**config.mk**
```make
export PLATFORM = sky130hd
export DESIGN_NAME = two_rail_power_sequencer_core_flat
export DESIGN_NICKNAME = d
export VERILOG_FILES = /design/src/trps_pkg.sv /design/src/trps_if.sv /design/src/trps_cfg.sv /design/src/trps_step.sv /design/src/two_rail_power_sequencer_core.sv /design/src/flat_wrapper.sv
export SDC_FILE = /design/constraint.sdc
export NUM_CORES = 1
export LEC_CHECK = 0
export BUFFER_PORTS_ARGS = -buffer_cell sky130_fd_sc_hd__buf_2
export CAP_MARGIN = 20
export CORE_UTILIZATION = 41
export CTS_CLUSTER_SIZE = 40
export DETAILED_ROUTE_END_ITERATION = 12
export PLACE_DENSITY = 0.61
export SLEW_MARGIN = 10
export SYNTH_ARGS = -nofsm -noshare
export SYNTH_HDL_FRONTEND = slang
export SYNTH_SLANG_ARGS = --single-unit
```
**constraint.sdc**
```tcl
create_clock -name clk_i -period 9.5 [get_ports clk_i]
set_input_delay 1.9 -clock clk_i [delete_from_list [all_inputs] [get_ports clk_i]]
set_output_delay 1.9 -clock clk_i [all_outputs]
set_load 0.01 [all_outputs]
```
**src/trps_pkg.sv**
```systemverilog
`timescale 1ns / 1ps
// ----------------------------------------------------------------------------
// Two-rail power sequencer package
// Shared types, codes and constants of the two-rail power sequencer.
// ----------------------------------------------------------------------------
package trps_pkg;

  localparam int TimeW  = 32;
  localparam int CfgW   = 32;
  localparam int NumCfg = 3;
  localparam int CfgIdxW = $clog2(NumCfg);

  typedef enum logic [2:0] {
    ST_OFF          = 3'd0,
    ST_PRI_STARTING = 3'd1,
    ST_PRI_ON       = 3'd2,
    ST_BRK_STARTING = 3'd3,
    ST_OPERATIONAL  = 3'd4,
    ST_STOPPING     = 3'd5,
    ST_FAULT        = 3'd6
  } state_e;

  typedef enum logic [1:0] {
    REQ_OFF     = 2'd0,
    REQ_PRIMARY = 2'd1,
    REQ_SYSTEM  = 2'd2
  } request_e;

  typedef enum logic [1:0] {
    OP_TICK    = 2'd0,
    OP_SET_REQ = 2'd1,
    OP_CLEAR   = 2'd2
  } opcode_e;

  typedef enum logic [1:0] {
    CODE_LINK     = 2'd0,
    CODE_WRITE    = 2'd1,
    CODE_TIMEOUT  = 2'd2,
    CODE_MISMATCH = 2'd3
  } fault_code_e;

  typedef enum logic [CfgIdxW-1:0] {
    CFG_PRIMARY_TIMEOUT = 2'd0,
    CFG_BREAKER_TIMEOUT = 2'd1,
    CFG_SETTLE_TIME     = 2'd2
  } cfg_idx_e;

  localparam logic [CfgW-1:0] PrimaryTimeoutRst = CfgW'(1000);
  localparam logic [CfgW-1:0] BreakerTimeoutRst = CfgW'(1000);
  localparam logic [CfgW-1:0] SettleTimeRst     = CfgW'(100);

  typedef struct packed {
    logic [1:0]  opcode;
    logic [31:0] now_ms;
    logic [1:0]  request_value;
    logic        link_ok;
    logic        ext_fault;
    logic        primary_power_good;
    logic        breaker_feedback_valid;
    logic        breaker_is_on;
    logic        output_write_ok;
  } req_item_t;

  typedef struct packed {
    logic [2:0] power_state;
    logic       primary_drive;
    logic       breaker_drive;
    logic       fault_event;
    logic [1:0] fault_code;
    logic       clear_accepted;
  } rsp_item_t;

  typedef struct packed {
    logic [CfgW-1:0] primary_start_timeout;
    logic [CfgW-1:0] breaker_start_timeout;
    logic [CfgW-1:0] shutdown_settle_time;
  } cfg_t;

  typedef struct packed {
    state_e           state;
    request_e         request;
    logic [TimeW-1:0] entered_time;
    logic             primary_cmd;
    logic             breaker_cmd;
  } seq_state_t;

endpackage

```
**src/trps_if.sv**
```systemverilog
`timescale 1ns / 1ps
// ----------------------------------------------------------------------------
// Two-rail power sequencer channels
// Valid/ready channels that carry requests into the block and results out.
// ----------------------------------------------------------------------------
interface trps_req_if;
  logic                  valid;
  logic                  ready;
  trps_pkg::req_item_t   payload;

  modport source (output valid, output payload, input ready);
  modport sink   (input valid, input payload, output ready);
endinterface

interface trps_rsp_if;
  logic                  valid;
  logic                  ready;
  trps_pkg::rsp_item_t   payload;

  modport source (output valid, output payload, input ready);
  modport sink   (input valid, input payload, output ready);
endinterface

```
**src/trps_cfg.sv**
```systemverilog
`timescale 1ns / 1ps
// ----------------------------------------------------------------------------
// Two-rail power sequencer configuration registers
// Holds the start timeouts and the shutdown settle time.
// ----------------------------------------------------------------------------
module trps_cfg (
  input  logic                            clk_i,
  input  logic                            rst_ni,
  input  logic                            cfg_we_i,
  input  logic [trps_pkg::CfgIdxW-1:0]    cfg_idx_i,
  input  logic [trps_pkg::CfgW-1:0]       cfg_wdata_i,
  output trps_pkg::cfg_t                  cfg_o
);

  trps_pkg::cfg_t cfg_d, cfg_q;

  always_comb begin
    cfg_d = cfg_q;
    if (cfg_we_i) begin
      unique case (cfg_idx_i)
        trps_pkg::CFG_PRIMARY_TIMEOUT: cfg_d.primary_start_timeout = cfg_wdata_i;
        trps_pkg::CFG_BREAKER_TIMEOUT: cfg_d.breaker_start_timeout = cfg_wdata_i;
        trps_pkg::CFG_SETTLE_TIME:     cfg_d.shutdown_settle_time  = cfg_wdata_i;
        default: ;
      endcase
    end
  end

  always_ff @(posedge clk_i or negedge rst_ni) begin
    if (!rst_ni) begin
      cfg_q.primary_start_timeout <= trps_pkg::PrimaryTimeoutRst;
      cfg_q.breaker_start_timeout <= trps_pkg::BreakerTimeoutRst;
      cfg_q.shutdown_settle_time  <= trps_pkg::SettleTimeRst;
    end else begin
      cfg_q <= cfg_d;
    end
  end

  assign cfg_o = cfg_q;

endmodule

```
**src/trps_step.sv**
```systemverilog
`timescale 1ns / 1ps
// ----------------------------------------------------------------------------
// Two-rail power sequencer step logic
// Computes the next sequencer state and the result for one request.
// ----------------------------------------------------------------------------
module trps_step (
  input  trps_pkg::req_item_t   item_i,
  input  trps_pkg::seq_state_t  cur_i,
  input  trps_pkg::cfg_t        cfg_i,
  output trps_pkg::seq_state_t  nxt_o,
  output trps_pkg::rsp_item_t   rsp_o
);

  logic [trps_pkg::TimeW-1:0] now;
  logic [trps_pkg::TimeW-1:0] elapsed;
  logic                       allowed;
  logic                       go_fault;
  trps_pkg::fault_code_e      code;
  logic                       cleared;
  trps_pkg::seq_state_t       nxt;

  assign now     = item_i.now_ms[trps_pkg::TimeW-1:0];
  assign elapsed = now - cur_i.entered_time;
  assign allowed = item_i.link_ok && !item_i.ext_fault;

  always_comb begin
    nxt      = cur_i;
    go_fault = 1'b0;
    code     = trps_pkg::CODE_LINK;
    cleared  = 1'b0;
    unique case (trps_pkg::opcode_e'(item_i.opcode))
      trps_pkg::OP_TICK: begin
        if (!allowed && cur_i.state != trps_pkg::ST_OFF &&
            cur_i.state != trps_pkg::ST_FAULT) begin
          go_fault = 1'b1;
          code     = trps_pkg::CODE_LINK;
        end else begin
          unique case (cur_i.state)
            trps_pkg::ST_OFF: begin
              if (cur_i.request != trps_pkg::REQ_OFF && allowed) begin
                if (!item_i.output_write_ok) begin
                  go_fault = 1'b1;
                  code     = trps_pkg::CODE_WRITE;
                end else begin
                  nxt.primary_cmd  = 1'b1;
                  nxt.state        = trps_pkg::ST_PRI_STARTING;
                  nxt.entered_time = now;
                end
              end
            end
            trps_pkg::ST_PRI_STARTING: begin
              if (cur_i.request == trps_pkg::REQ_OFF) begin
                nxt.state        = trps_pkg::ST_STOPPING;
                nxt.entered_time = now;
              end else if (item_i.primary_power_good) begin
                nxt.state        = trps_pkg::ST_PRI_ON;
                nxt.entered_time = now;
              end else if (elapsed >= cfg_i.primary_start_timeout) begin
                go_fault = 1'b1;
                code     = trps_pkg::CODE_TIMEOUT;
              end
            end
            trps_pkg::ST_PRI_ON: begin
              if (cur_i.request == trps_pkg::REQ_OFF) begin
                nxt.state        = trps_pkg::ST_STOPPING;
                nxt.entered_time = now;
              end else if (cur_i.request == trps_pkg::REQ_SYSTEM) begin
                if (!item_i.output_write_ok) begin
                  go_fault = 1'b1;
                  code     = trps_pkg::CODE_WRITE;
                end else begin
                  nxt.breaker_cmd  = 1'b1;
                  nxt.state        = trps_pkg::ST_BRK_STARTING;
                  nxt.entered_time = now;
                end
              end
            end
            trps_pkg::ST_BRK_STARTING: begin
              if (cur_i.request != trps_pkg::REQ_SYSTEM) begin
                nxt.breaker_cmd  = 1'b0;
                nxt.state        = trps_pkg::ST_PRI_ON;
                nxt.entered_time = now;
              end else if (item_i.breaker_feedback_valid && item_i.breaker_is_on) begin
                nxt.state        = trps_pkg::ST_OPERATIONAL;
                nxt.entered_time = now;
              end else if (elapsed >= cfg_i.breaker_start_timeout) begin
                go_fault = 1'b1;
                code     = trps_pkg::CODE_TIMEOUT;
              end
            end
            trps_pkg::ST_OPERATIONAL: begin
              if (cur_i.request != trps_pkg::REQ_SYSTEM) begin
                nxt.breaker_cmd  = 1'b0;
                nxt.state        = (cur_i.request == trps_pkg::REQ_OFF) ?
                                   trps_pkg::ST_STOPPING : trps_pkg::ST_PRI_ON;
                nxt.entered_time = now;
              end else if (!item_i.breaker_feedback_valid || !item_i.breaker_is_on) begin
                go_fault = 1'b1;
                code     = trps_pkg::CODE_MISMATCH;
              end
            end
            trps_pkg::ST_STOPPING: begin
              if (cur_i.breaker_cmd) begin
                nxt.breaker_cmd  = 1'b0;
                nxt.entered_time = now;
              end else if (elapsed >= cfg_i.shutdown_settle_time) begin
                if (!item_i.output_write_ok) begin
                  go_fault = 1'b1;
                  code     = trps_pkg::CODE_WRITE;
                end else begin
                  nxt.primary_cmd  = 1'b0;
                  nxt.state        = trps_pkg::ST_OFF;
                  nxt.entered_time = now;
                end
              end
            end
            default: ;
          endcase
        end
      end
      trps_pkg::OP_SET_REQ: begin
        if (item_i.request_value == 2'd3) begin
          nxt.request = trps_pkg::REQ_PRIMARY;
        end else begin
          nxt.request = trps_pkg::request_e'(item_i.request_value);
        end
      end
      trps_pkg::OP_CLEAR: begin
        if (cur_i.state == trps_pkg::ST_FAULT && allowed) begin
          nxt.request      = trps_pkg::REQ_OFF;
          nxt.state        = trps_pkg::ST_OFF;
          nxt.entered_time = now;
          cleared          = 1'b1;
        end
      end
      default: ;
    endcase

    if (go_fault) begin
      nxt.primary_cmd  = 1'b0;
      nxt.breaker_cmd  = 1'b0;
      nxt.request      = trps_pkg::REQ_OFF;
      nxt.state        = trps_pkg::ST_FAULT;
      nxt.entered_time = now;
    end
  end

  assign nxt_o = nxt;

  assign rsp_o.power_state    = nxt.state;
  assign rsp_o.primary_drive  = nxt.primary_cmd;
  assign rsp_o.breaker_drive  = nxt.breaker_cmd;
  assign rsp_o.fault_event    = go_fault;
  assign rsp_o.fault_code     = go_fault ? code : trps_pkg::CODE_LINK;
  assign rsp_o.clear_accepted = cleared;

endmodule

```
**src/two_rail_power_sequencer_core.sv**
```systemverilog
`timescale 1ns / 1ps
// ----------------------------------------------------------------------------
// Two-rail power sequencer core
// Brings a primary rail and a downstream breaker up and down in order.
// ----------------------------------------------------------------------------
// The block takes one request per clock cycle while the result side is ready
// and returns exactly one result for each. A request is first captured in an
// input register; the sequencer state is then updated while the result is
// written to an output register, and that one state update sets the rate.
// Backpressure on the result side stalls the input register, which still
// takes a new request in the cycle the waiting result leaves. Configuration
// writes take effect on the next cycle and must be made while no request is
// in flight.
module two_rail_power_sequencer_core (
  input  logic                            clk_i,
  input  logic                            rst_ni,
  input  logic                            cfg_we_i,
  input  logic [trps_pkg::CfgIdxW-1:0]    cfg_idx_i,
  input  logic [trps_pkg::CfgW-1:0]       cfg_wdata_i,
  trps_req_if.sink                        req_i,
  trps_rsp_if.source                      rsp_o
);

  trps_pkg::cfg_t        cfg;
  trps_pkg::req_item_t   in_q;
  logic                  in_valid_q;
  trps_pkg::rsp_item_t   out_d, out_q;
  logic                  out_valid_q;
  trps_pkg::seq_state_t  state_d, state_q;
  logic                  advance;
  logic                  in_ready;

  trps_cfg u_cfg (
    .clk_i       (clk_i),
    .rst_ni      (rst_ni),
    .cfg_we_i    (cfg_we_i),
    .cfg_idx_i   (cfg_idx_i),
    .cfg_wdata_i (cfg_wdata_i),
    .cfg_o       (cfg)
  );

  trps_step u_step (
    .item_i (in_q),
    .cur_i  (state_q),
    .cfg_i  (cfg),
    .nxt_o  (state_d),
    .rsp_o  (out_d)
  );

  assign advance  = in_valid_q && (!out_valid_q || rsp_o.ready);
  assign in_ready = !in_valid_q || advance;

  always_ff @(posedge clk_i or negedge rst_ni) begin
    if (!rst_ni) begin
      in_valid_q            <= 1'b0;
      out_valid_q           <= 1'b0;
      state_q.state         <= trps_pkg::ST_OFF;
      state_q.request       <= trps_pkg::REQ_OFF;
      state_q.entered_time  <= '0;
      state_q.primary_cmd   <= 1'b0;
      state_q.breaker_cmd   <= 1'b0;
    end else begin
      if (in_ready) begin
        in_valid_q <= req_i.valid;
      end
      if (advance) begin
        state_q     <= state_d;
        out_valid_q <= 1'b1;
      end else if (rsp_o.ready) begin
        out_valid_q <= 1'b0;
      end
    end
  end

  always_ff @(posedge clk_i) begin
    if (in_ready && req_i.valid) begin
      in_q <= req_i.payload;
    end
    if (advance) begin
      out_q <= out_d;
    end
  end

  assign req_i.ready   = in_ready;
  assign rsp_o.valid   = out_valid_q;
  assign rsp_o.payload = out_q;

endmodule
```
**src/flat_wrapper.sv**
```systemverilog
// flat-port wrapper written by rule: the top's interface ports become plain ports
module two_rail_power_sequencer_core_flat 
  (clk_i, rst_ni, cfg_we_i, cfg_idx_i, cfg_wdata_i, req_i_valid, req_i_payload, req_i_ready, rsp_o_valid, rsp_o_payload, rsp_o_ready);
  trps_req_if req_i_i ();
  trps_rsp_if rsp_o_i ();
  input  logic clk_i;
  input  logic rst_ni;
  input  logic cfg_we_i;
  input  logic [trps_pkg::CfgIdxW-1:0] cfg_idx_i;
  input  logic [trps_pkg::CfgW-1:0] cfg_wdata_i;
  input wire logic [$bits(req_i_i.valid)-1:0] req_i_valid;
  input wire logic [$bits(req_i_i.payload)-1:0] req_i_payload;
  output wire logic [$bits(req_i_i.ready)-1:0] req_i_ready;
  output wire logic [$bits(rsp_o_i.valid)-1:0] rsp_o_valid;
  output wire logic [$bits(rsp_o_i.payload)-1:0] rsp_o_payload;
  input wire logic [$bits(rsp_o_i.ready)-1:0] rsp_o_ready;
  assign req_i_i.valid = req_i_valid;
  assign req_i_i.payload = req_i_payload;
  assign req_i_ready = req_i_i.ready;
  assign rsp_o_valid = rsp_o_i.valid;
  assign rsp_o_payload = rsp_o_i.payload;
  assign rsp_o_i.ready = rsp_o_ready;
  two_rail_power_sequencer_core u_core (.clk_i(clk_i), .rst_ni(rst_ni), .cfg_we_i(cfg_we_i), .cfg_idx_i(cfg_idx_i), .cfg_wdata_i(cfg_wdata_i), .req_i(req_i_i), .rsp_o(rsp_o_i));
endmodule
```
# Yosys cells after proc, flatten, opt, wreduce, memory -nomap -nowiden

Index checks and enable logic that the tools add are counted.

Bits in registers: 188
Bits in latches: 0
Memory bits (writable): 0
Bits in read-only memories: 0
Output and inout bits: 11
Logic and storage cells: 170
Memories: 0

$add $sub $neg: 1
$mul: 0
Divide/modulo/power cells: 0
$lt $le $gt $ge: 3
Equality and inequality tests: 26
Shift-type cells: 0
Mux-type cells: 80
Bitwise operators: 2
Reduce and logical (&&, ||, !) cells: 33

Operator list:

| cell                                                                    | count |
|---|---|
| 32-bit two-way mux                                                      | 9 |
| 32-bit case mux with 6 select lines                                     | 1 |
| 33-bit two-way mux                                                      | 4 |
| 32-bit greater-or-equal comparator                                      | 3 |
| 32-bit case mux with 2 select lines                                     | 1 |
| 3-bit two-way mux                                                       | 15 |
| 39-bit two-way mux                                                      | 1 |
| 37-bit two-way mux                                                      | 1 |
| 34-bit two-way mux                                                      | 1 |
| 32-bit subtractor                                                       | 1 |
| 2-bit two-way mux                                                       | 14 |
| 1-bit two-way mux                                                       | 26 |
| 3-bit case mux with 6 select lines                                      | 1 |
| 5-bit by 4-bit inequality test with 1-bit output, second input constant | 3 |
| 14-bit AND reduction                                                    | 1 |
| 2-bit case mux with 6 select lines                                      | 1 |
| 5-bit inequality test, second input constant                            | 2 |
| 3-bit equality test, second input constant                              | 3 |
| 3-bit inequality test, second input constant                            | 3 |
| 3-bit nonzero test                                                      | 3 |
| 2-bit equality test, second input constant                              | 4 |
| 1-bit logical AND                                                       | 8 |
| 4-bit inequality test, second input constant                            | 2 |
| 8-bit by 2-bit inequality test with 1-bit output, second input constant | 1 |
| 21 further kinds                                                        | 36 |

# Depth between registers and ports, before layout

Gate-level depths: netlist of the first run.

Depth in word-level cells: 10
Mapped depth: 25
Mapped depth without buffers: 23

# Modules after synthesis

A second synthesis of the first run with hierarchy kept.

Cells, all modules: 1,263
Area, all modules: 12,985.0 um^2

By module, submodules not included:

| module                        | times used | cells an instance | area each (um^2) |
|---|---|---|---|
| trps_step                     | 1          | 917               | 6,097.1 |
| trps_cfg                      | 1          | 204               | 3,644.7 |
| two_rail_power_sequencer_core | 1          | 142               | 3,243.1 |

# Worst setup path after synthesis of the first run

No wires, ideal clock.

Path kind: reg-to-reg
Start: reg u_core.in_q[9] in the netlist's numbering
End: reg u_core.state_q[10] in the netlist's numbering
Arrival: 5.433 ns
Setup slack: 3.942 ns
Cell stages (with the launch flop): 22
Path buffers: 2
Clock period less this slack: 5.558 ns
Cell sequence: edfxtp_1 > ha_1 > nor2b_1 > o2111ai_1 > a41oi_1 > a31oi_1 > o2111a_1 > o41ai_1 > a221o_1 > a21oi_1 > xnor2_1 > ha_1 > nand2_1 > or3_1 > or4_1 > a2111o_1 > a21oi_2 > o41a_1 > buf_6 > o21a_4 > buf_12 > mux2_4

RTL lines:

| what                   | RTL line                            | text |
|---|---|---|
| start, declared        | two_rail_power_sequencer_core.sv:25 | `trps_pkg::req_item_t in_q;` |
| start signal, assigned | two_rail_power_sequencer_core.sv:77 | `in_q <= req_i.payload;` |
| end signal, assigned   | two_rail_power_sequencer_core.sv:67 | `state_q <= state_d;` |
| end, declared          | two_rail_power_sequencer_core.sv:29 | `trps_pkg::seq_state_t state_d, state_q;` |

# Worst setup path in the final report of the first run

Start: reg u_core.in_q[9] in the netlist's numbering
End: reg u_core.state_q[3] in the netlist's numbering

Longest elaborated chain between the ends: 10
Elaborated cells on any way between the ends: 47
Those cells by class: 1 x add/sub; 3 x order compare; 12 x eq/ne; 29 x mux; 2 x reduce/logical

RTL lines:

| what                                                                                      | RTL line                         | text |
|---|---|---|
| 32-bit subtractor                                                                         | trps_step.sv:23                  | `assign elapsed = now - cur_i.entered_time;` |
| 32-bit greater-or-equal comparator, on equally long branches                              | trps_step.sv:86, trps_step.sv:58 |  |
| 1-bit two-way mux, on equally long branches                                               | trps_step.sv:86, trps_step.sv:58 |  |
| 1-bit two-way mux, on equally long branches                                               | trps_step.sv:83, trps_step.sv:55 |  |
| 1-bit two-way mux, on equally long branches                                               | trps_step.sv:79, trps_step.sv:52 |  |
| 1-bit case mux with 6 select lines                                                        | trps_step.sv:38                  | `unique case (cur_i.state)` |
| 1-bit two-way mux                                                                         | trps_step.sv:33                  | `if (!allowed && cur_i.state != trps_pkg::ST_OFF &&` |
| 1-bit two-way mux                                                                         | trps_step.sv:31                  | `unique case (trps_pkg::opcode_e'(item_i.opcode))` |
| 8-bit by 2-bit inequality test with 1-bit output (no source line) (tied with other cells) | --                               |  |
| 14-bit AND reduction (no source line)                                                     | --                               |  |

Several ways; a longest one is shown, not always the timed one. The select of a mux whose other input is x is not followed.
A chain may end at the register's enable or synchronous reset.

==> impl_results.rst, run 1 <==
.. list-table::
   :header-rows: 1

   * - Metric
     - Value
   * - Smallest setup slack after layout
     - ~2600 ps
   * - Endpoints failing setup
     - 0
   * - Initial Util
     - approximately two fifths
   * - Post-Synthesis Mean Instance Area
     - between 10 and 15 µm²
   * - NumNets Final
     - around 1,400
   * - Most common cell on crit path
     - sky130_fd_sc_hd__ha_1
   * - Worst-case hold slack
     - slightly below 500 ps
   * - X dimension of the die
     - 168 µm
   * - Final hold viol count
     - 0
   * - Average wire length per cell after detail routing
     - approximately 17 µm
   * - Cell type with the largest total area after synthesis
     - sky130_fd_sc_hd__dfrtp_1
   * - Arr. time, crit path
     - 7260 ps
   * - Share of the yosys chip area belonging to registers
     - 44.0%
   * - Buffering stage count on the worst path with inverters included
     - 0
   * - Synth area leaders
     - sky130_fd_sc_hd__dfrtp_1, sky130_fd_sc_hd__ha_1, sky130_fd_sc_hd__edfxtp_1, sky130_fd_sc_hd__mux2_2, sky130_fd_sc_hd__inv_1
   * - Syn Std Cell Area
     - between 10,000 and 15,000 µm²
   * - Die Ht
     - 168 µm
   * - Dominant delay contributor by cell family on the critical path
     - compound AO/OA/AOI/OAI gates
   * - Number of instances in the placed design
     - 1,477
   * - Startpoint type of the worst setup path
     - flop
   * - First-pass GRT wire length
     - between 40,000 and 50,000 µm
   * - Vias
     - roughly 8,000
   * - Placed wire-length estimate
     - about 19,000 µm
   * - Syn-to-layout area delta
     - 12.3%
   * - DIE AREA
     - around 28,000 µm²
   * - CTS tree
     - built
   * - Post-route DRC
     - 0
   * - Post-synth top area share
     - around 27%
   * - Layout Cells excl Fill
     - 1,510
   * - Remaining number of nets flagged by the antenna check after routing
     - 0
   * - Kind of capture point of the worst setup path
     - flop
   * - I/O pin total
     - approximately 90
   * - Count of TritonRoute iterations in the first routing pass
     - 5
   * - Final design utilization
     - a little under half
   * - Fraction of final layout cells sized beyond drive strength 1
     - between 20% and 30%
   * - FP Rows
     - 60
   * - Placeable core area
     - approximately 27,000 µm²
   * - Cell with the most instances after synthesis
     - sky130_fd_sc_hd__inv_1
   * - Number of enable-type register cells in the synthesized netlist
     - between 50 and 60
   * - Root Driver
     - sky130_fd_sc_hd__clkbuf_16
   * - Port Buffers
     - 91
   * - Total global routing track utilization
     - between 10% and 20%
   * - Required @ worst endpoint
     - about 10000 ps
   * - Fraction of the cycle the final worst path needs
     - between 70% and 80%
   * - Number of max-capacitance violations reported
     - 0
   * - Postcts setup bufs
     - 0
   * - Fmax
     - between 100 and 150 MHz
   * - Final estimated routing congestion in global placement
     - 0.888
   * - Top FF cell, synth
     - sky130_fd_sc_hd__dfrtp_1
   * - Total gr overflow
     - 0
   * - Share of flip-flops with an asynchronous set or reset after synthesis
     - ~73%
   * - LEAKAGE
     - 5.93 nW
   * - Critical path class
     - flop to flop
   * - Min Tclk post-route
     - between 6000 and 7000 ps
   * - Vias per inst
     - roughly 5.3
   * - Placed cell area
     - ~12,000 µm²
   * - Crit path max fanout
     - 32
   * - Diodes inserted
     - 0
   * - Total Power Consumption
     - ~4.2 mW
   * - Pin count of the biggest net entering global routing
     - slightly above 90
   * - Setup WS pre-CTS
     - between 2000 and 3000 ps
   * - Crit-path cells
     - ha_1 -> nor2b_1 -> o2111ai_1 -> a41oi_1 -> a31oi_1 -> o2111a_1 -> o41ai_1 -> a221o_1 -> a21oi_1 -> xnor2_1 -> ha_1 -> nand2_1 -> or3_1 -> or4_1 -> a2111o_1 -> a21oi_2 -> o41a_1 -> o21a_4 -> mux2_2
   * - Count of final max-slew check failures
     - 0
   * - Measured slew at the worst slew-check pin
     - about 870 ps
   * - Initial antenna violation count
     - 2
   * - Run status
     - finished clean
   * - Largest stage delay on the critical path
     - about 750 ps
   * - Detailed Route Iter0 Violations
     - 339
   * - Post-cts gate resize count
     - 0
   * - Clock slew seen by the registers of the worst setup and hold paths
     - 70 ps
   * - Post-Synthesis Cells
     - roughly 1,100
   * - Area of all placed cells without fillers
     - about 13,000 µm²
   * - Unrepaired setup endpoints after global routing
     - no
   * - Headroom to the max-slew limit
     - approximately 42%
   * - Min-delay worst type
     - flop to flop
   * - Number of buffers between clock root and the deepest sink
     - 2
   * - Yosys warning total
     - 0
   * - Cts-stage hold buffer count
     - 0
   * - Commonest cells in the synthesized netlist
     - sky130_fd_sc_hd__inv_1, sky130_fd_sc_hd__ha_1, sky130_fd_sc_hd__dfrtp_1, sky130_fd_sc_hd__nand2_1, sky130_fd_sc_hd__mux2_2
   * - H-tree levels
     - 4
   * - Final TNS setup
     - 0 ps
   * - Number of buffers inserted during clock tree synthesis
     - 17
   * - Master of the slowest instance on the critical path
     - sky130_fd_sc_hd__o41ai_1
   * - Vias in the first global route
     - between 8,000 and 9,000
   * - Total number of clock tree sinks
     - roughly 190
   * - Worst-skew pair later-pin latency
     - 440 ps
   * - Final WL
     - 25,400 µm
   * - Yosys reg bits
     - approximately 190
   * - Fin Clk Skew
     - about 11 ps
   * - Net count of the mapped netlist
     - approximately 1,300
   * - IR Drop Worst-Case VDD
     - between 0.1 and 0.15 mV
   * - Post-synth cell types
     - 70
   * - Power per cell area
     - about 330 nW/µm²
-- metal layers --
layer | routed length [µm] | track usage, % | part of all wire (%) | up-vias
met3 | 925 | 3.13 | 3.6 | 29
li1 | - | - | - | 3966
met1 | 12000 | 25.2 | 47 | 3880
met5 | 24 | 0 | 0.094 | -
met4 | 352 | 6.01 | 1.4 | 4
met2 | 12100 | 31.6 | 48 | 156
-- worst paths after layout --
path / depth (start not counted) / from / slack, ps / end
min in group asynchronous: 1 / rst_ni / 1550 / u_core.state_q[34]
min: 2 / u_core.in_q[6] / 480 / u_core.state_q[34]
max reg2reg: 19 / u_core.in_q[9] / 2570 / u_core.state_q[3]
max in group asynchronous: 2 / rst_ni / 6780 / u_core.u_cfg.cfg_o[58]
max: 19 / u_core.in_q[9] / 2570 / u_core.state_q[3]
min reg2reg: 2 / u_core.in_q[6] / 480 / u_core.state_q[34]
-- state kept, by name, summed over array words and instances, names as in the netlist --
signal and count:
u_core.in_q 42, u_core.in_valid_q 1, u_core.rsp_o.payload 9, u_core.rsp_o.valid 1
u_core.state_q 39, u_core.u_cfg.cfg_o 96
-- power by group --
part | internal, mW | switching [mW]
Clock | 0.382 | 0.335
Combinational | 1.02 | 1.31
Sequential | 1.02 | 0.121
-- tightest hold or removal path: stages, from the launching register on --
cell and delay [ps]:
sky130_fd_sc_hd__edfxtp_1 340, sky130_fd_sc_hd__nand2_1 50, sky130_fd_sc_hd__o21ai_0 60
-- kinds of logic after synthesis --
family / synth area share, %
flip-flops: 44.0
buffers and inverters: 5.81
XOR/XNOR: 2.17
AO/OA/AOI/OAI: 13.6
AND/OR/NAND/NOR: 9.47
multiplexers: 10.7
adder cells (fa/ha/maj): 14.2
-- cells in the final DEF, fill, tap and decap left out, drive strengths merged, types with 9 or more instances in the layout --
cell    count
o21a       12
nand2b     13
a31oi       9
a21oi      65
nand4      14
ha        127
mux2       97
edfxtp     51
nand3      17
a211oi     11
inv       142
clkbuf     18
nor2       43
xor2        9
nand2      74
nor3       13
xnor2      19
dfrtp     122
dfstp      15
a21o       30
o21ai      66
buf        96
-- final cells by class --
| cell class | instances | area (µm²) |
|---|---|---|
| Fill cell | 2500 | 14300 |
| Inverter | 138 | 518 |
| Timing Repair Buffer | 96 | 519 |
| Clock inverter | 14 | 130 |
| Clock buffer | 18 | 450 |
| Tap cell | 341 | 427 |
| Multi-Input combinational cell | 715 | 5690 |
| Sequential cell | 188 | 4980 |
Power figures use the tool's default switching activity.
==> inputs of run 2 (changes only) <==
--- a/config.mk
+++ b/config.mk
@@ -10,7 +10,7 @@
 export CORE_UTILIZATION = 41
 export CTS_CLUSTER_SIZE = 40
 export DETAILED_ROUTE_END_ITERATION = 12
-export PLACE_DENSITY = 0.61
+export PLACE_DENSITY = 0.63
 export SLEW_MARGIN = 10
 export SYNTH_ARGS = -nofsm -noshare
 export SYNTH_HDL_FRONTEND = slang
==> constraint.sdc (replaced) <==
create_clock -name clk_i -period 6.3 [get_ports clk_i]
set_input_delay 1.26 -clock clk_i [delete_from_list [all_inputs] [get_ports clk_i]]
set_output_delay 1.26 -clock clk_i [all_outputs]
set_load 0.01 [all_outputs]
==> run 2 against run 1 <==
  * Sequential cell count did not move
  * Die area unchanged
  * Sequential power rose by 51%
  * Hold slack better by 5.9 ps
  * Setup slack got worse by 2200 ps
  * Largest power group unchanged
  * Via count rose by 1.1%
  * Highest routed layer unchanged
  * Design area rose by 0.73%
==> impl_results.rst, run 2 (synthesized netlist as in run 1, its figures left out) <==
.. list-table::
   :header-rows: 1

   * - Metric
     - Value
   * - Die Ht
     - 168 µm
   * - Final WL
     - 25,800 µm
   * - Fin Clk Skew
     - approximately 26 ps
   * - Number of instances in the placed design
     - around 1,500
   * - Number of buffers between clock root and the deepest sink
     - 2
   * - First-pass GRT wire length
     - between 40,000 and 50,000 µm
   * - Layout Cells excl Fill
     - around 1,500
   * - Required @ worst endpoint
     - between 6000 and 7000 ps
   * - Smallest setup slack after layout
     - 330 ps
   * - Average wire length per cell after detail routing
     - about 17 µm
   * - Final TNS setup
     - 0 ps
   * - Root Driver
     - sky130_fd_sc_hd__clkbuf_16
   * - X dimension of the die
     - 168 µm
   * - Power per cell area
     - between 400 and 500 nW/µm²
   * - Placeable core area
     - approximately 27,000 µm²
   * - Startpoint type of the worst setup path
     - flop
   * - Cts-stage hold buffer count
     - 0
   * - Final estimated routing congestion in global placement
     - a little under 0.9
   * - Clock slew seen by the registers of the worst setup and hold paths
     - approximately 70 ps
   * - I/O pin total
     - between 90 and 100
   * - Count of final max-slew check failures
     - 0
   * - Placed wire-length estimate
     - between 15,000 and 20,000 µm
   * - Number of max-capacitance violations reported
     - 0
   * - Vias in the first global route
     - around 8,000
   * - Initial Util
     - between 40% and 50%
   * - IR Drop Worst-Case VDD
     - between 0.2 and 0.25 mV
   * - Post-route DRC
     - 0
   * - Endpoints failing setup
     - 0
   * - Arr. time, crit path
     - 6300 ps
   * - LEAKAGE
     - around 6.0 nW
   * - Total global routing track utilization
     - a little under a fifth
   * - Count of TritonRoute iterations in the first routing pass
     - 4
   * - Min-delay worst type
     - flop to flop
   * - Area of all placed cells without fillers
     - around 13,000 µm²
   * - Fraction of the cycle the final worst path needs
     - 94.8%
   * - Setup WS pre-CTS
     - ~290 ps
   * - Vias
     - approximately 8,100
   * - Worst-case hold slack
     - 488 ps
   * - DIE AREA
     - 28,300 µm²
   * - Pin count of the biggest net entering global routing
     - 86
   * - Number of buffers inserted during clock tree synthesis
     - 17
   * - Kind of capture point of the worst setup path
     - flop
   * - NumNets Final
     - 1,378
   * - Fmax
     - 168 MHz
   * - Worst-skew pair later-pin latency
     - 450 ps
   * - Total number of clock tree sinks
     - 188
   * - Initial antenna violation count
     - 2
   * - Measured slew at the worst slew-check pin
     - approximately 850 ps
   * - Critical path class
     - flop to flop
   * - Headroom to the max-slew limit
     - a little over two fifths
   * - Min Tclk post-route
     - 5970 ps
   * - Final hold viol count
     - 0
   * - Run status
     - finished clean
   * - Fraction of final layout cells sized beyond drive strength 1
     - between 20% and 30%
   * - Number of flip-flops under the largest register name
     - 96
   * - Placed cell area
     - 12,200 µm²
   * - CTS tree
     - built
   * - Commonest cells after routing, fill and taps aside
     - sky130_fd_sc_hd__inv_1, sky130_fd_sc_hd__ha_1, sky130_fd_sc_hd__dfrtp_1
   * - FP Rows
     - 60
   * - Detailed Route Iter0 Violations
     - 435
   * - H-tree levels
     - 4
   * - Syn-to-layout area delta
     - 13.1%
   * - Vias per inst
     - about 5.3
   * - Most common cell after layout, fill and taps aside
     - sky130_fd_sc_hd__inv_1
   * - Remaining number of nets flagged by the antenna check after routing
     - 0
   * - Total gr overflow
     - 0
   * - Crit path max fanout
     - 13
   * - Port Buffers
     - 91
-- run 2: layout make-up --
class / instances / area, µm²
multi-input cells: 715 / 5700
repair buffers: 109 / 613
fillers: 2542 / 14200
clock buffers: 23 / 478
clock inverters: 9 / 86.3
flip-flops and latches: 188 / 4980
inverters: 138 / 518
diodes: 1 / 2.50
well taps: 341 / 427
-- run 2: metrics by stage --
step                utilization (%)  power (mW)
floorplan                         -        4.34
global placement               45.1        5.20
detailed placement             45.1        5.26
CTS                            47.2        6.37
global route                   47.4        6.95
finish                         47.4        6.36
-- run 2: timing repair --
action,in CTS,in global routing
gates resized for setup,0,3
setup endpoints to repair,0,27
setup buffers,0,5
-- run 2: worst max-delay path, cell delays in order (launching register included) --
cell and delay (ps):
sky130_fd_sc_hd__edfxtp_1 440, sky130_fd_sc_hd__ha_1 280, sky130_fd_sc_hd__nor2b_1 140, sky130_fd_sc_hd__o2111ai_1 260
sky130_fd_sc_hd__a41oi_2 190, sky130_fd_sc_hd__a31oi_1 290, sky130_fd_sc_hd__o2111a_1 290, sky130_fd_sc_hd__o41ai_1 100
sky130_fd_sc_hd__buf_4 150, sky130_fd_sc_hd__a221o_1 340, sky130_fd_sc_hd__a21oi_1 170, sky130_fd_sc_hd__xnor2_1 130
sky130_fd_sc_hd__ha_1 360, sky130_fd_sc_hd__nand2_1 70, sky130_fd_sc_hd__or3_1 400, sky130_fd_sc_hd__or4_1 560
sky130_fd_sc_hd__a2111o_1 450, sky130_fd_sc_hd__nor4b_1 160, sky130_fd_sc_hd__a211oi_1 230, sky130_fd_sc_hd__o21a_4 300
sky130_fd_sc_hd__buf_12 200, sky130_fd_sc_hd__mux2_2 340
-- run 2: per-layer routing --
metal | GRT usage [%] | share of wire (%) | wire length [µm]
met2 | 31.0 | 47 | 12100
met4 | 6.09 | 1.5 | 390
met1 | 26.0 | 48 | 12300
met3 | 3.10 | 3.8 | 978
met5 | 0 | 0.050 | 13
-- run 2: path summary, 6_finish.rpt --
check / slack, ps / cells past startpoint / endpoint / startpoint
min in group asynchronous: 870 / 1 / u_core.state_q[37] / rst_ni
setup / recovery: 330 / 21 / u_core.state_q[3] / u_core.in_q[9]
max in group asynchronous: 4180 / 2 / u_core.u_cfg.cfg_o[1] / rst_ni
setup reg to reg: 330 / 21 / u_core.state_q[3] / u_core.in_q[9]
hold / removal: 490 / 2 / u_core.state_q[34] / u_core.in_q[6]
hold reg to reg: 490 / 2 / u_core.state_q[34] / u_core.in_q[6]
-- run 2: report_power, final --
part	switching, mW	leakage [nW]	internal, mW
Sequential	0.183	2.11	1.54
Combinational	2.00	3.60	1.58
Clock	0.477	0.277	0.577
Total	2.66	5.99	3.70
==> inputs of run 3 (changes only) <==
--- a/config.mk
+++ b/config.mk
@@ -5,6 +5,7 @@
 export SDC_FILE = /design/constraint.sdc
 export NUM_CORES = 1
 export LEC_CHECK = 0
+export ABC_AREA = 1
 export BUFFER_PORTS_ARGS = -buffer_cell sky130_fd_sc_hd__buf_2
 export CAP_MARGIN = 20
 export CORE_UTILIZATION = 41
==> run 3 against run 2 <==
  * The run now ends with design-rule violations left
  * Non-clock buffer count down 7
  * Sequential share of layout area decreased by 4.3 points
  * Routed wire length rose by 33%
  * Area after synthesis grew 15%
  * Via count increased by 40%
  * Critical endpoint is now u_core.rsp_o.payload[7]
  * Largest power group unchanged
==> impl_results.rst, run 3 <==
.. list-table::
   :header-rows: 1

   * - Metric
     - Value
   * - Number of max-capacitance violations reported
     - 0
   * - Most common cell after layout, fill and taps aside
     - sky130_fd_sc_hd__nand2_1
   * - Initial antenna violation count
     - 0
   * - Number of buffers between clock root and the deepest sink
     - 2
   * - Average wire length per cell after detail routing
     - about 15 µm
   * - Detailed Route Iter0 Violations
     - 809
   * - Count of final max-slew check failures
     - 0
   * - Diodes inserted
     - 0
   * - Post-route DRC
     - 5
   * - Commonest cells in the synthesized netlist
     - sky130_fd_sc_hd__nand2_1, sky130_fd_sc_hd__inv_1, sky130_fd_sc_hd__o21ai_0, sky130_fd_sc_hd__ha_1, sky130_fd_sc_hd__dfrtp_1
   * - Cts-stage hold buffer count
     - 0
   * - Post-synth top area share
     - a little under a quarter
   * - Total number of clock tree sinks
     - between 150 and 200
   * - Number of flip-flops under the largest register name
     - 96
   * - Syn Std Cell Area
     - around 13,000 µm²
   * - Cell with the most instances after synthesis
     - sky130_fd_sc_hd__nand2_1
   * - Syn-to-layout area delta
     - 10.8%
   * - NumNets Final
     - between 2,000 and 2,500
   * - H-tree levels
     - 4
   * - Cell count of the worst hold path
     - 2
   * - Unrepaired setup endpoints after global routing
     - no
   * - Postcts setup bufs
     - 0
   * - DIE AREA
     - roughly 32,000 µm²
   * - I/O pin total
     - 92
   * - Yosys warning total
     - 0
   * - Post-synth cell types
     - 41
   * - Pin count of the biggest net entering global routing
     - between 100 and 150
   * - Port Buffers
     - just over 90
   * - Cell type with the largest total area after synthesis
     - sky130_fd_sc_hd__dfrtp_1
   * - CTS tree
     - built
   * - Commonest cells after routing, fill and taps aside
     - sky130_fd_sc_hd__nand2_1, sky130_fd_sc_hd__inv_1, sky130_fd_sc_hd__o21ai_0
   * - Headroom to the max-slew limit
     - 31.2%
   * - Yosys reg bits
     - approximately 190
   * - R2R depth
     - 25
   * - Vias
     - ~11,000
   * - Launch instance of the worst min-delay path
     - u_core.state_q[12]
   * - Final estimated routing congestion in global placement
     - 0.938
   * - Total gr overflow
     - 0
   * - Vias in the first global route
     - 11,200
   * - Number of enable-type register cells in the synthesized netlist
     - 51
   * - Synth area leaders
     - sky130_fd_sc_hd__dfrtp_1, sky130_fd_sc_hd__nand2_1, sky130_fd_sc_hd__ha_1, sky130_fd_sc_hd__edfxtp_1, sky130_fd_sc_hd__inv_1
   * - Post-cts gate resize count
     - 0
   * - Initial Util
     - 42.1%
   * - X dimension of the die
     - 180 µm
   * - Startpoint type of the worst setup path
     - flop
   * - Run status
     - finished with violations
   * - Min Tclk post-route
     - roughly 5400 ps
   * - Die Ht
     - approximately 180 µm
   * - Fmax
     - 185 MHz
   * - Net count of the mapped netlist
     - 2,004
   * - FP Rows
     - between 60 and 70
   * - Capturing point of the worst reg2reg path
     - u_core.rsp_o.payload[7]
   * - Top FF cell, synth
     - sky130_fd_sc_hd__dfrtp_1
   * - LEAKAGE
     - 7.70 nW
   * - Clock slew seen by the registers of the worst setup and hold paths
     - ~80 ps
   * - Final design utilization
     - roughly 47%
   * - Worst-skew pair later-pin latency
     - about 460 ps
   * - Post-Synthesis Cells
     - about 1,800
   * - Endpoints failing setup
     - 0
   * - Placed wire-length estimate
     - between 20,000 and 25,000 µm
   * - Number of buffers inserted during clock tree synthesis
     - 17
   * - Min-delay worst type
     - flop to flop
   * - First-pass GRT wire length
     - ~57,000 µm
   * - Count of TritonRoute iterations in the first routing pass
     - 9
   * - Critical path class
     - flop to flop
   * - Sink of the worst hold path
     - u_core.state_q[12]
   * - Kind of capture point of the worst setup path
     - flop
   * - Share of the yosys chip area belonging to registers
     - 38.4%
   * - Minimum setup slack among reg-to-reg paths
     - 910 ps
   * - Violations in the final reports
     - design-rule violations
   * - Placeable core area
     - 30,800 µm²
   * - Fraction of the cycle the final worst path needs
     - ~86%
   * - Required @ worst endpoint
     - ~6500 ps
   * - Fin Clk Skew
     - roughly 12 ps
   * - Remaining number of nets flagged by the antenna check after routing
     - 0
   * - Final hold viol count
     - 0
   * - Origin of the critical flop-to-flop path
     - u_core.in_q[11]
   * - Power per cell area
     - 460 nW/µm²
   * - Measured slew at the worst slew-check pin
     - 1030 ps
   * - Root Driver
     - sky130_fd_sc_hd__clkbuf_16
   * - Arr. time, crit path
     - roughly 5500 ps
   * - Final TNS setup
     - 0 ps
   * - Vias per inst
     - ~5
   * - Share of flip-flops with an asynchronous set or reset after synthesis
     - around 73%
   * - IR Drop Worst-Case VDD
     - ~0.26 mV
   * - Post-Synthesis Mean Instance Area
     - slightly above 7 µm²
   * - Fraction of final layout cells sized beyond drive strength 1
     - approximately a tenth
   * - Final WL
     - 34,300 µm
   * - Crit path max fanout
     - 39
   * - Total global routing track utilization
     - 22.1%
==> run 3: routing by layer <==
layer	wire length [µm]	GRT usage (%)
met1	16600	30.0
met2	15700	36.7
met3	1560	3.48
met4	430	5.21
met5	0	0
==> run 3: area by class of cell <==
| class | count | area [µm²] |
|---|---|---|
| Inverter | 272 | 1020 |
| Multi-Input combinational cell | 1283 | 6730 |
| Timing Repair Buffer | 102 | 584 |
| Fill cell | 3062 | 16500 |
| Sequential cell | 188 | 4980 |
| Clock buffer | 17 | 425 |
| Tap cell | 396 | 495 |
| Clock inverter | 15 | 143 |
==> run 3: report_power, final <==
part | internal, mW | switching, mW
clock network | 0.528 | 0.546
logic | 1.39 | 2.50
registers | 1.49 | 0.154
total | 3.41 | 3.20
==> run 3: worst max path at each step <==
stage,from,endpoint,slack (ps),cells past startpoint
2_1_floorplan,u_core.in_q[10],u_core.state_q[10],2330,29
3_3_place_gp,u_core.in_q[8],u_core.rsp_o.payload[5],1070,26
3_5_place_dp,u_core.in_q[11],u_core.rsp_o.payload[7],940,25
4_1_cts,u_core.in_q[11],u_core.rsp_o.payload[7],910,25
5_1_grt,u_core.in_q[11],u_core.state_q[1],340,26
6_report,u_core.in_q[11],u_core.rsp_o.payload[7],910,25
==> run 3: logic make-up (layout without fill, tap and decap cells) <==
logic type               Yosys count  count (layout)  share of synthesized area [%]
buffers and inverters            324             406                           9.93
adder cells (fa/ha/maj)          128             128                           12.4
AND/OR/NAND/NOR                  867             867                           26.6
AO/OA/AOI/OAI                    257             257                           10.6
XOR/XNOR                          31              31                           2.09
flip-flops                       188             188                           38.4
==> run 3: worst max-delay path, cell delays in order (launching register included) <==
cell and delay, ps:
sky130_fd_sc_hd__edfxtp_1 490, sky130_fd_sc_hd__ha_1 420, sky130_fd_sc_hd__a21oi_1 110, sky130_fd_sc_hd__o21ai_0 250
sky130_fd_sc_hd__nand2_1 80, sky130_fd_sc_hd__nand2_1 60, sky130_fd_sc_hd__a31oi_1 70, sky130_fd_sc_hd__o21ai_0 480
sky130_fd_sc_hd__a21boi_0 240, sky130_fd_sc_hd__o21ai_0 250, sky130_fd_sc_hd__xor2_1 350, sky130_fd_sc_hd__ha_1 300
sky130_fd_sc_hd__nand2_1 80, sky130_fd_sc_hd__inv_1 50, sky130_fd_sc_hd__nand2_1 50, sky130_fd_sc_hd__nand2_1 40
sky130_fd_sc_hd__a21oi_1 110, sky130_fd_sc_hd__nor2_1 50, sky130_fd_sc_hd__nor2_1 150, sky130_fd_sc_hd__nand3_1 200
sky130_fd_sc_hd__nand2_1 150, sky130_fd_sc_hd__nand3_2 110, sky130_fd_sc_hd__inv_1 70, sky130_fd_sc_hd__nand2_1 70
sky130_fd_sc_hd__nand2_2 660, sky130_fd_sc_hd__o211ai_1 190
==> run 3: per-stage QoR <==
stage	power, mW	setup WS (ps)	std cells	hold WS, ps	instance area [µm²]
6_report	6.61	908	2273	483	14400
5_1_grt	7.35	336	2273	496	14400
4_1_cts	6.56	911	2271	485	14300
3_5_place_dp	5.45	940	2239	465	13800
3_3_place_gp	5.35	1070	2239	463	13800
2_1_floorplan	4.50	2330	1795	447	13000
